## src/rtl/core/sdhh_pkg.sv

```systemverilog
package sdhh_pkg;

  // APB address width: seven 32-bit registers at byte offsets 0..24
  localparam int unsigned ADDR_W = 5;

  // Command codes carried in the input word
  localparam logic CMD_START = 1'b0;
  localparam logic CMD_TICK  = 1'b1;

  // Heading wrap and turn limit, sixteenths of a degree / millivolts
  localparam logic signed [13:0] HALF_TURN  = 14'sd2880;
  localparam logic signed [13:0] FULL_TURN  = 14'sd5760;
  localparam logic signed [23:0] TURN_LIMIT = 24'sd12000;

  // Register reset values
  localparam logic [22:0] RST_TARGET_DISTANCE = 23'd0;
  localparam logic [13:0] RST_FWD_LIMIT       = 14'd12000;
  localparam logic [12:0] RST_TARGET_HEADING  = 13'd0;
  localparam logic [15:0] RST_MOVE_GAIN       = 16'd16000;
  localparam logic [15:0] RST_TURN_KP         = 16'd16000;
  localparam logic [15:0] RST_TURN_KD         = 16'd0;
  localparam logic [13:0] RST_FWD_OFFSET      = 14'd1000;

  typedef enum logic [2:0] {
    REG_TARGET_DISTANCE = 3'd0,
    REG_FWD_LIMIT       = 3'd1,
    REG_TARGET_HEADING  = 3'd2,
    REG_MOVE_GAIN       = 3'd3,
    REG_TURN_KP         = 3'd4,
    REG_TURN_KD         = 3'd5,
    REG_FWD_OFFSET      = 3'd6
  } reg_idx_e;

  typedef struct packed {
    logic              cmd;
    logic signed [23:0] left_position;
    logic signed [23:0] right_position;
    logic [12:0]        heading_reading;
  } in_word_t;

  typedef struct packed {
    logic signed [15:0] left_drive;
    logic signed [15:0] right_drive;
    logic               done_res;
  } out_word_t;

  typedef struct packed {
    logic [22:0] target_distance;
    logic [13:0] fwd_limit;
    logic [12:0] target_heading;
    logic [15:0] move_gain;
    logic [15:0] turn_kp;
    logic [15:0] turn_kd;
    logic [13:0] fwd_offset;
  } cfg_t;

  // Error stage -> multiply stage
  typedef struct packed {
    logic               tick;
    logic               done;
    logic signed [25:0] remain;
    logic signed [12:0] err;
    logic signed [13:0] err_delta;
  } front_t;

  // Multiply stage -> output stage
  typedef struct packed {
    logic               tick;
    logic               done;
    logic signed [42:0] fwd_prod;
    logic signed [29:0] kp_prod;
    logic signed [30:0] kd_prod;
  } prod_t;

endpackage

```

## src/rtl/core/straight_drive_heading_hold.sv

```systemverilog
// Straight-line drive with heading hold for a differential drive base.
// Input channel (in_valid_i/in_ready_o, in_word_i): one word per control
// event. cmd start latches both encoder readings as the zero point and
// clears the heading-error history; its result word is all zero. cmd tick
// carries encoder positions and gyro heading; the result word gives left
// and right drive in mV (forward +/- turn) and done_res once the averaged
// travel reaches target_distance.
// Output channel (out_valid_o/out_ready_i, out_word_o): one word per input.
// Pipeline: input reg -> error/position stage -> multiply stage -> output
// reg; a word is registered in each of them in turn.
// Throughput: one word per cycle while out_ready_i is high; each stage has
// its own valid bit and advances when the stage after it is empty or being
// drained, so a word can enter while a finished result still waits.
// Receiver stall: out_word_o holds; the stages behind fill up and then
// in_ready_o drops. Encoder offsets and heading history update as a word
// leaves the input register, so back-to-back words see each other's state.
// Reset: asynchronous, active low; pipeline empties, offsets and history
// clear, registers return to their defaults. APB registers may only be
// written while the pipeline is empty.
module straight_drive_heading_hold import sdhh_pkg::*; (
  input  logic              clk_i,
  input  logic              rst_ni,
  // APB configuration
  input  logic              psel,
  input  logic              penable,
  input  logic              pwrite,
  input  logic [ADDR_W-1:0] paddr,
  input  logic [31:0]       pwdata,
  output logic [31:0]       prdata,
  output logic              pready,
  // input words
  input  logic              in_valid_i,
  output logic              in_ready_o,
  input  in_word_t          in_word_i,
  // result words
  output logic              out_valid_o,
  input  logic              out_ready_i,
  output out_word_t         out_word_o
);

  cfg_t   cfg;
  front_t front;
  prod_t  prod;
  logic   front_valid, front_ready;
  logic   prod_valid, prod_ready;

  sdhh_cfg_regs u_cfg (
    .clk_i   (clk_i),
    .rst_ni  (rst_ni),
    .psel    (psel),
    .penable (penable),
    .pwrite  (pwrite),
    .paddr   (paddr),
    .pwdata  (pwdata),
    .prdata  (prdata),
    .pready  (pready),
    .cfg_o   (cfg)
  );

  // offsets, averaged position, wrapped heading error
  sdhh_front u_front (
    .clk_i      (clk_i),
    .rst_ni     (rst_ni),
    .in_valid_i (in_valid_i),
    .in_ready_o (in_ready_o),
    .in_word_i  (in_word_i),
    .cfg_i      (cfg),
    .valid_o    (front_valid),
    .ready_i    (front_ready),
    .front_o    (front)
  );

  // gain products, one multiplier deep
  sdhh_mult u_mult (
    .clk_i   (clk_i),
    .rst_ni  (rst_ni),
    .valid_i (front_valid),
    .ready_o (front_ready),
    .front_i (front),
    .cfg_i   (cfg),
    .valid_o (prod_valid),
    .ready_i (prod_ready),
    .prod_o  (prod)
  );

  // scaling, clamps, left/right mix and output register
  sdhh_back u_back (
    .clk_i       (clk_i),
    .rst_ni      (rst_ni),
    .valid_i     (prod_valid),
    .ready_o     (prod_ready),
    .prod_i      (prod),
    .cfg_i       (cfg),
    .out_valid_o (out_valid_o),
    .out_ready_i (out_ready_i),
    .out_word_o  (out_word_o)
  );

endmodule

```

## src/rtl/core/sdhh_cfg_regs.sv

```systemverilog
module sdhh_cfg_regs import sdhh_pkg::*; (
  input  logic              clk_i,
  input  logic              rst_ni,
  input  logic              psel,
  input  logic              penable,
  input  logic              pwrite,
  input  logic [ADDR_W-1:0] paddr,
  input  logic [31:0]       pwdata,
  output logic [31:0]       prdata,
  output logic              pready,
  output cfg_t              cfg_o
);

  cfg_t     cfg_q;
  reg_idx_e idx;
  logic     wr;

  assign pready = 1'b1;
  assign wr     = psel & penable & pwrite & pready;
  assign idx    = reg_idx_e'(paddr[ADDR_W-1:2]);
  assign cfg_o  = cfg_q;

  always_ff @(posedge clk_i or negedge rst_ni) begin
    if (!rst_ni) begin
      cfg_q.target_distance <= RST_TARGET_DISTANCE;
      cfg_q.fwd_limit       <= RST_FWD_LIMIT;
      cfg_q.target_heading  <= RST_TARGET_HEADING;
      cfg_q.move_gain       <= RST_MOVE_GAIN;
      cfg_q.turn_kp         <= RST_TURN_KP;
      cfg_q.turn_kd         <= RST_TURN_KD;
      cfg_q.fwd_offset      <= RST_FWD_OFFSET;
    end else if (wr) begin
      unique case (idx)
        REG_TARGET_DISTANCE: cfg_q.target_distance <= pwdata[22:0];
        REG_FWD_LIMIT:       cfg_q.fwd_limit       <= pwdata[13:0];
        REG_TARGET_HEADING:  cfg_q.target_heading  <= pwdata[12:0];
        REG_MOVE_GAIN:       cfg_q.move_gain       <= pwdata[15:0];
        REG_TURN_KP:         cfg_q.turn_kp         <= pwdata[15:0];
        REG_TURN_KD:         cfg_q.turn_kd         <= pwdata[15:0];
        REG_FWD_OFFSET:      cfg_q.fwd_offset      <= pwdata[13:0];
        default: ;
      endcase
    end
  end

  always_comb begin
    unique case (idx)
      REG_TARGET_DISTANCE: prdata = {9'd0, cfg_q.target_distance};
      REG_FWD_LIMIT:       prdata = {18'd0, cfg_q.fwd_limit};
      REG_TARGET_HEADING:  prdata = {19'd0, cfg_q.target_heading};
      REG_MOVE_GAIN:       prdata = {16'd0, cfg_q.move_gain};
      REG_TURN_KP:         prdata = {16'd0, cfg_q.turn_kp};
      REG_TURN_KD:         prdata = {16'd0, cfg_q.turn_kd};
      REG_FWD_OFFSET:      prdata = {18'd0, cfg_q.fwd_offset};
      default:             prdata = '0;
    endcase
  end

endmodule

```

## src/rtl/core/sdhh_front.sv

```systemverilog
module sdhh_front import sdhh_pkg::*; (
  input  logic     clk_i,
  input  logic     rst_ni,
  input  logic     in_valid_i,
  output logic     in_ready_o,
  input  in_word_t in_word_i,
  input  cfg_t     cfg_i,
  output logic     valid_o,
  input  logic     ready_i,
  output front_t   front_o
);

  in_word_t           in_q;
  logic               in_v_q;
  front_t             a_q, a_d;
  logic               a_v_q;
  logic signed [23:0] left_offset_q, right_offset_q;
  logic signed [12:0] last_err_q;

  logic               a_ready, in_ld, a_ld;
  logic signed [24:0] dl, dr, pos;
  logic signed [25:0] sum;
  logic signed [13:0] e_raw, e_wrap;

  assign a_ready    = ~a_v_q | ready_i;
  assign in_ready_o = ~in_v_q | a_ready;
  assign in_ld      = in_valid_i & in_ready_o;
  assign a_ld       = in_v_q & a_ready;
  assign valid_o    = a_v_q;
  assign front_o    = a_q;

  // Position relative to the start offsets, floored mean of both wheels
  assign dl  = 25'(in_q.left_position) - 25'(left_offset_q);
  assign dr  = 25'(in_q.right_position) - 25'(right_offset_q);
  assign sum = 26'(dl) + 26'(dr);
  assign pos = sum[25:1];

  assign e_raw = $signed({1'b0, cfg_i.target_heading}) -
                 $signed({1'b0, in_q.heading_reading});

  always_comb begin
    priority if (e_raw > HALF_TURN) begin
      e_wrap = e_raw - FULL_TURN;
    end else if (e_raw < -HALF_TURN) begin
      e_wrap = e_raw + FULL_TURN;
    end else begin
      e_wrap = e_raw;
    end
  end

  always_comb begin
    a_d.tick      = (in_q.cmd == CMD_TICK);
    a_d.remain    = 26'($signed({1'b0, cfg_i.target_distance})) - 26'(pos);
    a_d.done      = a_d.remain[25] | (a_d.remain == '0);
    a_d.err       = e_wrap[12:0];
    a_d.err_delta = 14'(a_d.err) - 14'(last_err_q);
  end

  always_ff @(posedge clk_i or negedge rst_ni) begin
    if (!rst_ni) begin
      in_v_q <= 1'b0;
      a_v_q  <= 1'b0;
    end else begin
      if (in_ld) begin
        in_v_q <= 1'b1;
      end else if (a_ld) begin
        in_v_q <= 1'b0;
      end
      if (a_ld) begin
        a_v_q <= 1'b1;
      end else if (ready_i) begin
        a_v_q <= 1'b0;
      end
    end
  end

  // Offsets and heading history advance with the word leaving the input register
  always_ff @(posedge clk_i or negedge rst_ni) begin
    if (!rst_ni) begin
      left_offset_q  <= '0;
      right_offset_q <= '0;
      last_err_q     <= '0;
    end else if (a_ld) begin
      if (in_q.cmd == CMD_TICK) begin
        last_err_q <= a_d.err;
      end else begin
        left_offset_q  <= in_q.left_position;
        right_offset_q <= in_q.right_position;
        last_err_q     <= '0;
      end
    end
  end

  always_ff @(posedge clk_i) begin
    if (in_ld) begin
      in_q <= in_word_i;
    end
    if (a_ld) begin
      a_q <= a_d;
    end
  end

`ifndef SYNTHESIS
  a_err_wrapped: assert property (@(posedge clk_i) disable iff (!rst_ni)
    a_v_q |-> (a_q.err >= -13'sd2880) && (a_q.err <= 13'sd2880))
    else $error("heading error outside half turn");

  a_start_clears: assert property (@(posedge clk_i) disable iff (!rst_ni)
    (a_ld && (in_q.cmd == CMD_START)) |=>
      (last_err_q == '0) && (left_offset_q == $past(in_q.left_position)))
    else $error("start word did not capture offsets");
`endif

endmodule

```

## src/rtl/core/sdhh_mult.sv

```systemverilog
module sdhh_mult import sdhh_pkg::*; (
  input  logic   clk_i,
  input  logic   rst_ni,
  input  logic   valid_i,
  output logic   ready_o,
  input  front_t front_i,
  input  cfg_t   cfg_i,
  output logic   valid_o,
  input  logic   ready_i,
  output prod_t  prod_o
);

  prod_t              p_q, p_d;
  logic               v_q, ld;
  logic signed [16:0] mg_s, kp_s, kd_s;

  assign ready_o = ~v_q | ready_i;
  assign ld      = valid_i & ready_o;
  assign valid_o = v_q;
  assign prod_o  = p_q;

  assign mg_s = $signed({1'b0, cfg_i.move_gain});
  assign kp_s = $signed({1'b0, cfg_i.turn_kp});
  assign kd_s = $signed({1'b0, cfg_i.turn_kd});

  always_comb begin
    p_d.tick     = front_i.tick;
    p_d.done     = front_i.done;
    p_d.fwd_prod = 43'(front_i.remain) * 43'(mg_s);
    p_d.kp_prod  = 30'(front_i.err) * 30'(kp_s);
    p_d.kd_prod  = 31'(front_i.err_delta) * 31'(kd_s);
  end

  always_ff @(posedge clk_i or negedge rst_ni) begin
    if (!rst_ni) begin
      v_q <= 1'b0;
    end else if (ld) begin
      v_q <= 1'b1;
    end else if (ready_i) begin
      v_q <= 1'b0;
    end
  end

  always_ff @(posedge clk_i) begin
    if (ld) begin
      p_q <= p_d;
    end
  end

endmodule

```

## src/rtl/core/sdhh_back.sv

```systemverilog
module sdhh_back import sdhh_pkg::*; (
  input  logic      clk_i,
  input  logic      rst_ni,
  input  logic      valid_i,
  output logic      ready_o,
  input  prod_t     prod_i,
  input  cfg_t      cfg_i,
  output logic      out_valid_o,
  input  logic      out_ready_i,
  output out_word_t out_word_o
);

  out_word_t          o_q, o_d;
  logic               v_q, ld;
  logic signed [31:0] turn_sum;
  logic signed [23:0] turn_raw;
  logic signed [14:0] turn, fwd;
  logic signed [34:0] fwd_sh;
  logic signed [35:0] fwd_raw, lim;

  assign ready_o     = ~v_q | out_ready_i;
  assign ld          = valid_i & ready_o;
  assign out_valid_o = v_q;
  assign out_word_o  = o_q;

  // Q8.8 scaling: arithmetic shift gives the floor
  assign turn_sum = 32'(prod_i.kp_prod) + 32'(prod_i.kd_prod);
  assign turn_raw = turn_sum[31:8];
  assign fwd_sh   = prod_i.fwd_prod[42:8];
  assign fwd_raw  = 36'(fwd_sh) + 36'($signed({1'b0, cfg_i.fwd_offset}));
  assign lim      = 36'($signed({1'b0, cfg_i.fwd_limit}));

  always_comb begin
    priority if (turn_raw > TURN_LIMIT) begin
      turn = TURN_LIMIT[14:0];
    end else if (turn_raw < -TURN_LIMIT) begin
      turn = 15'(-TURN_LIMIT);
    end else begin
      turn = turn_raw[14:0];
    end
  end

  always_comb begin
    priority if (fwd_raw > lim) begin
      fwd = lim[14:0];
    end else if (fwd_raw < -lim) begin
      fwd = 15'(-lim);
    end else begin
      fwd = fwd_raw[14:0];
    end
  end

  always_comb begin
    if (prod_i.tick) begin
      o_d.left_drive  = 16'(fwd) + 16'(turn);
      o_d.right_drive = 16'(fwd) - 16'(turn);
      o_d.done_res    = prod_i.done;
    end else begin
      o_d = '0;
    end
  end

  always_ff @(posedge clk_i or negedge rst_ni) begin
    if (!rst_ni) begin
      v_q <= 1'b0;
    end else if (ld) begin
      v_q <= 1'b1;
    end else if (out_ready_i) begin
      v_q <= 1'b0;
    end
  end

  always_ff @(posedge clk_i) begin
    if (ld) begin
      o_q <= o_d;
    end
  end

`ifndef SYNTHESIS
  a_start_zero: assert property (@(posedge clk_i) disable iff (!rst_ni)
    (ld && !prod_i.tick) |=>
      (o_q.left_drive == '0) && (o_q.right_drive == '0) && !o_q.done_res)
    else $error("start word produced nonzero drive");

  a_drive_range: assert property (@(posedge clk_i) disable iff (!rst_ni)
    v_q |-> (o_q.left_drive >= -16'sd28383) && (o_q.left_drive <= 16'sd28383) &&
            (o_q.right_drive >= -16'sd28383) && (o_q.right_drive <= 16'sd28383))
    else $error("drive beyond forward plus turn limits");
`endif

endmodule
```

## config.mk

```make
export PLATFORM = sky130hd
export DESIGN_NAME = straight_drive_heading_hold
export DESIGN_NICKNAME = d
export VERILOG_FILES = /design/src/rtl/core/sdhh_pkg.sv /design/src/rtl/core/straight_drive_heading_hold.sv /design/src/rtl/core/sdhh_cfg_regs.sv /design/src/rtl/core/sdhh_front.sv /design/src/rtl/core/sdhh_mult.sv /design/src/rtl/core/sdhh_back.sv
export SDC_FILE = /design/constraint.sdc
export NUM_CORES = 2
export LEC_CHECK = 0
export ABC_CLOCK_PERIOD_IN_PS = 10800
export BUFFER_PORTS_ARGS = -buffer_cell sky130_fd_sc_hd__clkbuf_2
export CAP_MARGIN = 20
export CORE_AREA = 3 3 340 258
export DETAILED_ROUTE_END_ITERATION = 8
export DIE_AREA = 0 0 343 261
export PLACE_DENSITY_LB_ADDON = 0.1
export SLEW_MARGIN = 10
export SYNTH_ARGS = -nofsm -noshare
export SYNTH_HDL_FRONTEND = slang
export SYNTH_SLANG_ARGS = --single-unit
```

## constraint.sdc

```tcl
create_clock -name clk_i -period 10.8 [get_ports clk_i]
set_input_delay 0.54 -clock clk_i [delete_from_list [all_inputs] [get_ports clk_i]]
set_output_delay 0.54 -clock clk_i [all_outputs]
set_load 0.1 [all_outputs]
```

==> impl_summary.txt <==
----------------------------------------------------
[CTS]
  CTS-repair resized insts ... 0
  Post-cts hold buffer count ... 0
  Clock transition at the registers of the reported paths ... 0.06 ns
  Number of buffers inserted during clock tree synthesis ... 43
  CTS tree ... yes
  Source-to-sink clock delay at the later pin of the worst-skew pair ... 0.60 ns
  Sinks on Clock Net ... 424
  Clock H-tree levels ... 2
  Setup bufs post-CTS ... 0
  CTS Root Cell ... clkbuf_16
  Longest Clk Path Bufs ... 3

[Floorplanning]
  Top-level I/O count ... 174
  Placement row count ... 92
  Height of the die ... 261 um
  Die area ... 0.0895 sq mm
  Placeable core region ... 0.0843 sq mm
  Starting density of the core ... 0.651
  X dimension of the die ... 343 um

[Status]
  Result of the run ... completed

[Route]
  Average detailed-routed wire length per instance ... 20.8 um
  Initial DRT Pass Iterations ... 6
  Number of nets with antenna violations after detailed routing ... 0
  WL final ... 141000 um
  Residual DRC ... 0
  Iter 0 DRT Violations ... 3534
  Number of vias per cell after detailed routing ... 5.86
  Via count of the routed design ... 39812

[Timing]
  Share of the cycle needed by the critical path after routing ... 0.798
  Final critical path time including I/O delays and setup ... 8.61 ns
  Hold violation count in the final report ... 0
  RSZ-0062 raised after global routing ... false
  Slew Viols, Final ... 0
  Max transition margin ... 0.245
  Clk_skew ... 0.0287 ns
  Setup Viol. Count Final ... 0
  Setup_tns ... 0 ns
  Actual slew at the worst max-slew pin ... 1.13 ns
  Maximum achievable frequency ... 116 MHz

[Cells and area]
  Ratio of cells with drive above 1 in the final layout ... 0.0872
  Total of fill cells in the finished design ... 6633
  Layout net count ... 7034
  Area growth from synthesis to layout ... 6.15%
  Final core occ ... 0.691

[Setup path]
  Required arrival time at the worst endpoint ... 11.13 ns
  Worst Path Arrival ... 8.94 ns
  Setup CP Type ... register to register
  CP peak stage delay ... 0.45 ns
  Maximum fanout encountered on the critical timing path ... 29
  Startpoint kind of the worst setup timing path ... register
  Crit end category ... register
  Reg-to-reg startpoint ... u_cfg.cfg_o[1]
  Beginning of the critical path ... u_cfg.cfg_o[1]
  Highest-delay cell along the critical path ... dfrtp_1

[Yosys]
  Primary flip-flop cell chosen by synthesis mapping ... edfxtp_1
  Sequential share of the synthesized area ... 0.216
  Post-Synthesis Cells ... 5571
  Post-synthesis register bit count ... 424
  Post-synthesis cell type count ... 104
  Post-Syn Area per Cell ... 9.85 sq um
  Netlist area before placement ... 0.0549 sq mm
  Post-synth ARST share ... 0.417
  Synthesis Warnings ... 0
  Post-synth EDFFs ... 247

[Global route]
  Antenna violations before repair ... 10
  Overall global routing resource usage ... 0.328
  GRT Residual Overflow ... 0
  Pin count of the biggest net entering global routing ... 97
  Vias in the first global route ... 40093
  First-pass GRT wire length ... 227000 um

[Min path]
  Class of the tightest hold or removal check ... input port to async pin

[Job]
  Count of maximum capacitance violations ... 0

[Place]
  PortBufs ... 152
  Final RePlAce weighted congestion ... 0.938
  Detailed placement HPWL ... 114000 um

----------------------------------------------------
==> synthesized netlist by cell type, types with 11 or more instances <==
cell type / number / share of area
nor2_1: 152 / 0.010
o22ai_1: 11 / 0.0013
xor2_1: 68 / 0.011
o21bai_1: 25 / 0.0034
dfrtp_1: 152 / 0.069
edfxtp_1: 247 / 0.14
xnor2_1: 151 / 0.024
and3_1: 39 / 0.0044
o21a_1: 39 / 0.0053
nand2_1: 660 / 0.045
nor3_1: 63 / 0.0057
mux2_2: 127 / 0.026
mux2i_1: 35 / 0.0064
a211oi_1: 14 / 0.0019
a21o_1: 75 / 0.010
nand4_1: 23 / 0.0026
clkbuf_1: 180 / 0.012
nor3b_1: 21 / 0.0029
nand3_1: 49 / 0.0045
nor2b_1: 51 / 0.0058
buf_4: 11 / 0.0015
fa_1: 778 / 0.28
o211ai_1: 11 / 0.0015
or3_1: 28 / 0.0032
ha_1: 521 / 0.12
and2_1: 359 / 0.041
a21oi_1: 192 / 0.018
a21boi_0: 12 / 0.0016
nand2b_1: 59 / 0.0067
dfstp_2: 25 / 0.012
inv_1: 975 / 0.067
o21ai_0: 171 / 0.016
a31oi_1: 21 / 0.0024
==> final timing paths <==
kind                                                   to  slack, ns  cells past startpoint
worst max-delay path                u_back.out_word_o[14]       2.19                     36
worst min-delay path            u_front.right_offset_q[7]       0.03                      1
worst max register to register      u_back.out_word_o[14]       2.19                     36
worst min register to register         u_mult.prod_o[105]       0.42                      0
max in group asynchronous                 u_cfg.cfg_o[88]       9.48                      3
min in group clk_i                       u_front.in_q[58]       0.12                      1
==> placed cells by master, fill, tap and decap left out, types with 10 or more instances in the layout <==
| cell type | n |
|---|---|
| dfstp_2 | 25 |
| xnor2_1 | 151 |
| nor2_1 | 151 |
| o22ai_1 | 11 |
| a21oi_1 | 192 |
| nand4_1 | 23 |
| dfrtp_1 | 152 |
| nor3b_1 | 18 |
| fa_1 | 778 |
| and3_1 | 39 |
| mux4_2 | 10 |
| o21a_1 | 39 |
| clkbuf_16 | 44 |
| nand3_1 | 49 |
| o211ai_1 | 11 |
| inv_1 | 974 |
| conb_1 | 10 |
| nand2_1 | 659 |
| edfxtp_1 | 247 |
| a31oi_1 | 21 |
| clkbuf_2 | 151 |
| nor3_1 | 62 |
| a211oi_1 | 14 |
| o21bai_1 | 25 |
| mux2i_1 | 35 |
| xor2_1 | 68 |
| ha_1 | 521 |
| mux2_2 | 127 |
| o31ai_1 | 10 |
| nand2b_1 | 59 |
| a21o_1 | 75 |
| buf_4 | 51 |
| o31a_1 | 10 |
| or3_1 | 28 |
| a21boi_0 | 12 |
| and2_1 | 357 |
| nor2b_1 | 50 |
| o21ai_0 | 171 |
==> critical path, delay by kind of cell, from the launching register on <==
family | cells | cell delay [ns]
and+or+nand+nor | 7 | 1.38
DFF | 1 | 0.45
AOI/OAI and AO/OA | 23 | 5.03
xor gates and xnor gates | 2 | 0.31
buffers and inverters | 1 | 0.23
adders and majority gates | 3 | 0.92
==> layout make-up <==
| class | count | area [sq um] | share of cell area |
|---|---|---|---|
| Timing Repair Buffer | 207 | 1240 | 0.0213 |
| Clock buffer | 52 | 1140 | 0.0196 |
| Clock inverter | 26 | 323 | 0.00554 |
| Antenna cell | 3 | 7.51 | 0.000129 |
| Tap cell | 1128 | 1410 | 0.0242 |
| Inverter | 976 | 3660 | 0.0629 |
| Sequential cell | 424 | 11900 | 0.204 |
| Multi-Input combinational cell | 3977 | 38600 | 0.662 |
==> kinds of logic (layout without fill, tap and decap cells) <==
family                     count (synthesis)  in the layout  share of synthesized area
other                                      2             13                   0.000137
and+or+nand+nor                         1558           1558                      0.141
DFF                                      424            424                      0.216
buffers and inverters                   1178           1261                     0.0817
xor gates and xnor gates                 219            219                     0.0350
muxes                                    172            172                     0.0366
AOI/OAI and AO/OA                        719            719                     0.0863
adders and majority gates               1299           1299                      0.403
==> sequential cells by signal (all words and copies together), names as in the netlist <==
| signal | count |
|---|---|
| u_front.valid_o | 1 |
| u_mult.prod_o | 98 |
| u_cfg.cfg_o | 112 |
| u_front.right_offset_q | 24 |
| u_front.front_o | 55 |
| u_back.out_word_o | 32 |
| u_front.in_q | 61 |
| u_back.out_valid_o | 1 |
| u_front.left_offset_q | 24 |
| u_front.last_err_q | 13 |
| u_front.in_v_q | 1 |
| u_front.a_d | 1 |
| u_mult.valid_o | 1 |
==> stage by stage <==
step	cell area [sq um]	setup slack, ns	cells	hold WS, ns
2_1_floorplan	54900	3.15	5579	0.244
3_3_place_gp	56700	2.49	6707	0.403
3_5_place_dp	56700	2.38	6708	0.405
4_1_cts	58200	2.31	6786	0.0392
5_1_grt	58200	1.50	6792	0.0738
6_report	58200	2.19	6793	0.0337
==> per-layer routing <==
metal	routed length, um	GRT usage	part of all wire
met4	3500	0.0739	0.025
met5	112	0	0.00079
met1	64900	0.512	0.46
met2	57700	0.462	0.41
met3	15200	0.0818	0.11
Power is not shown: default switching activity piles up to over one toggle a cycle in this logic, so the estimate is an artifact.
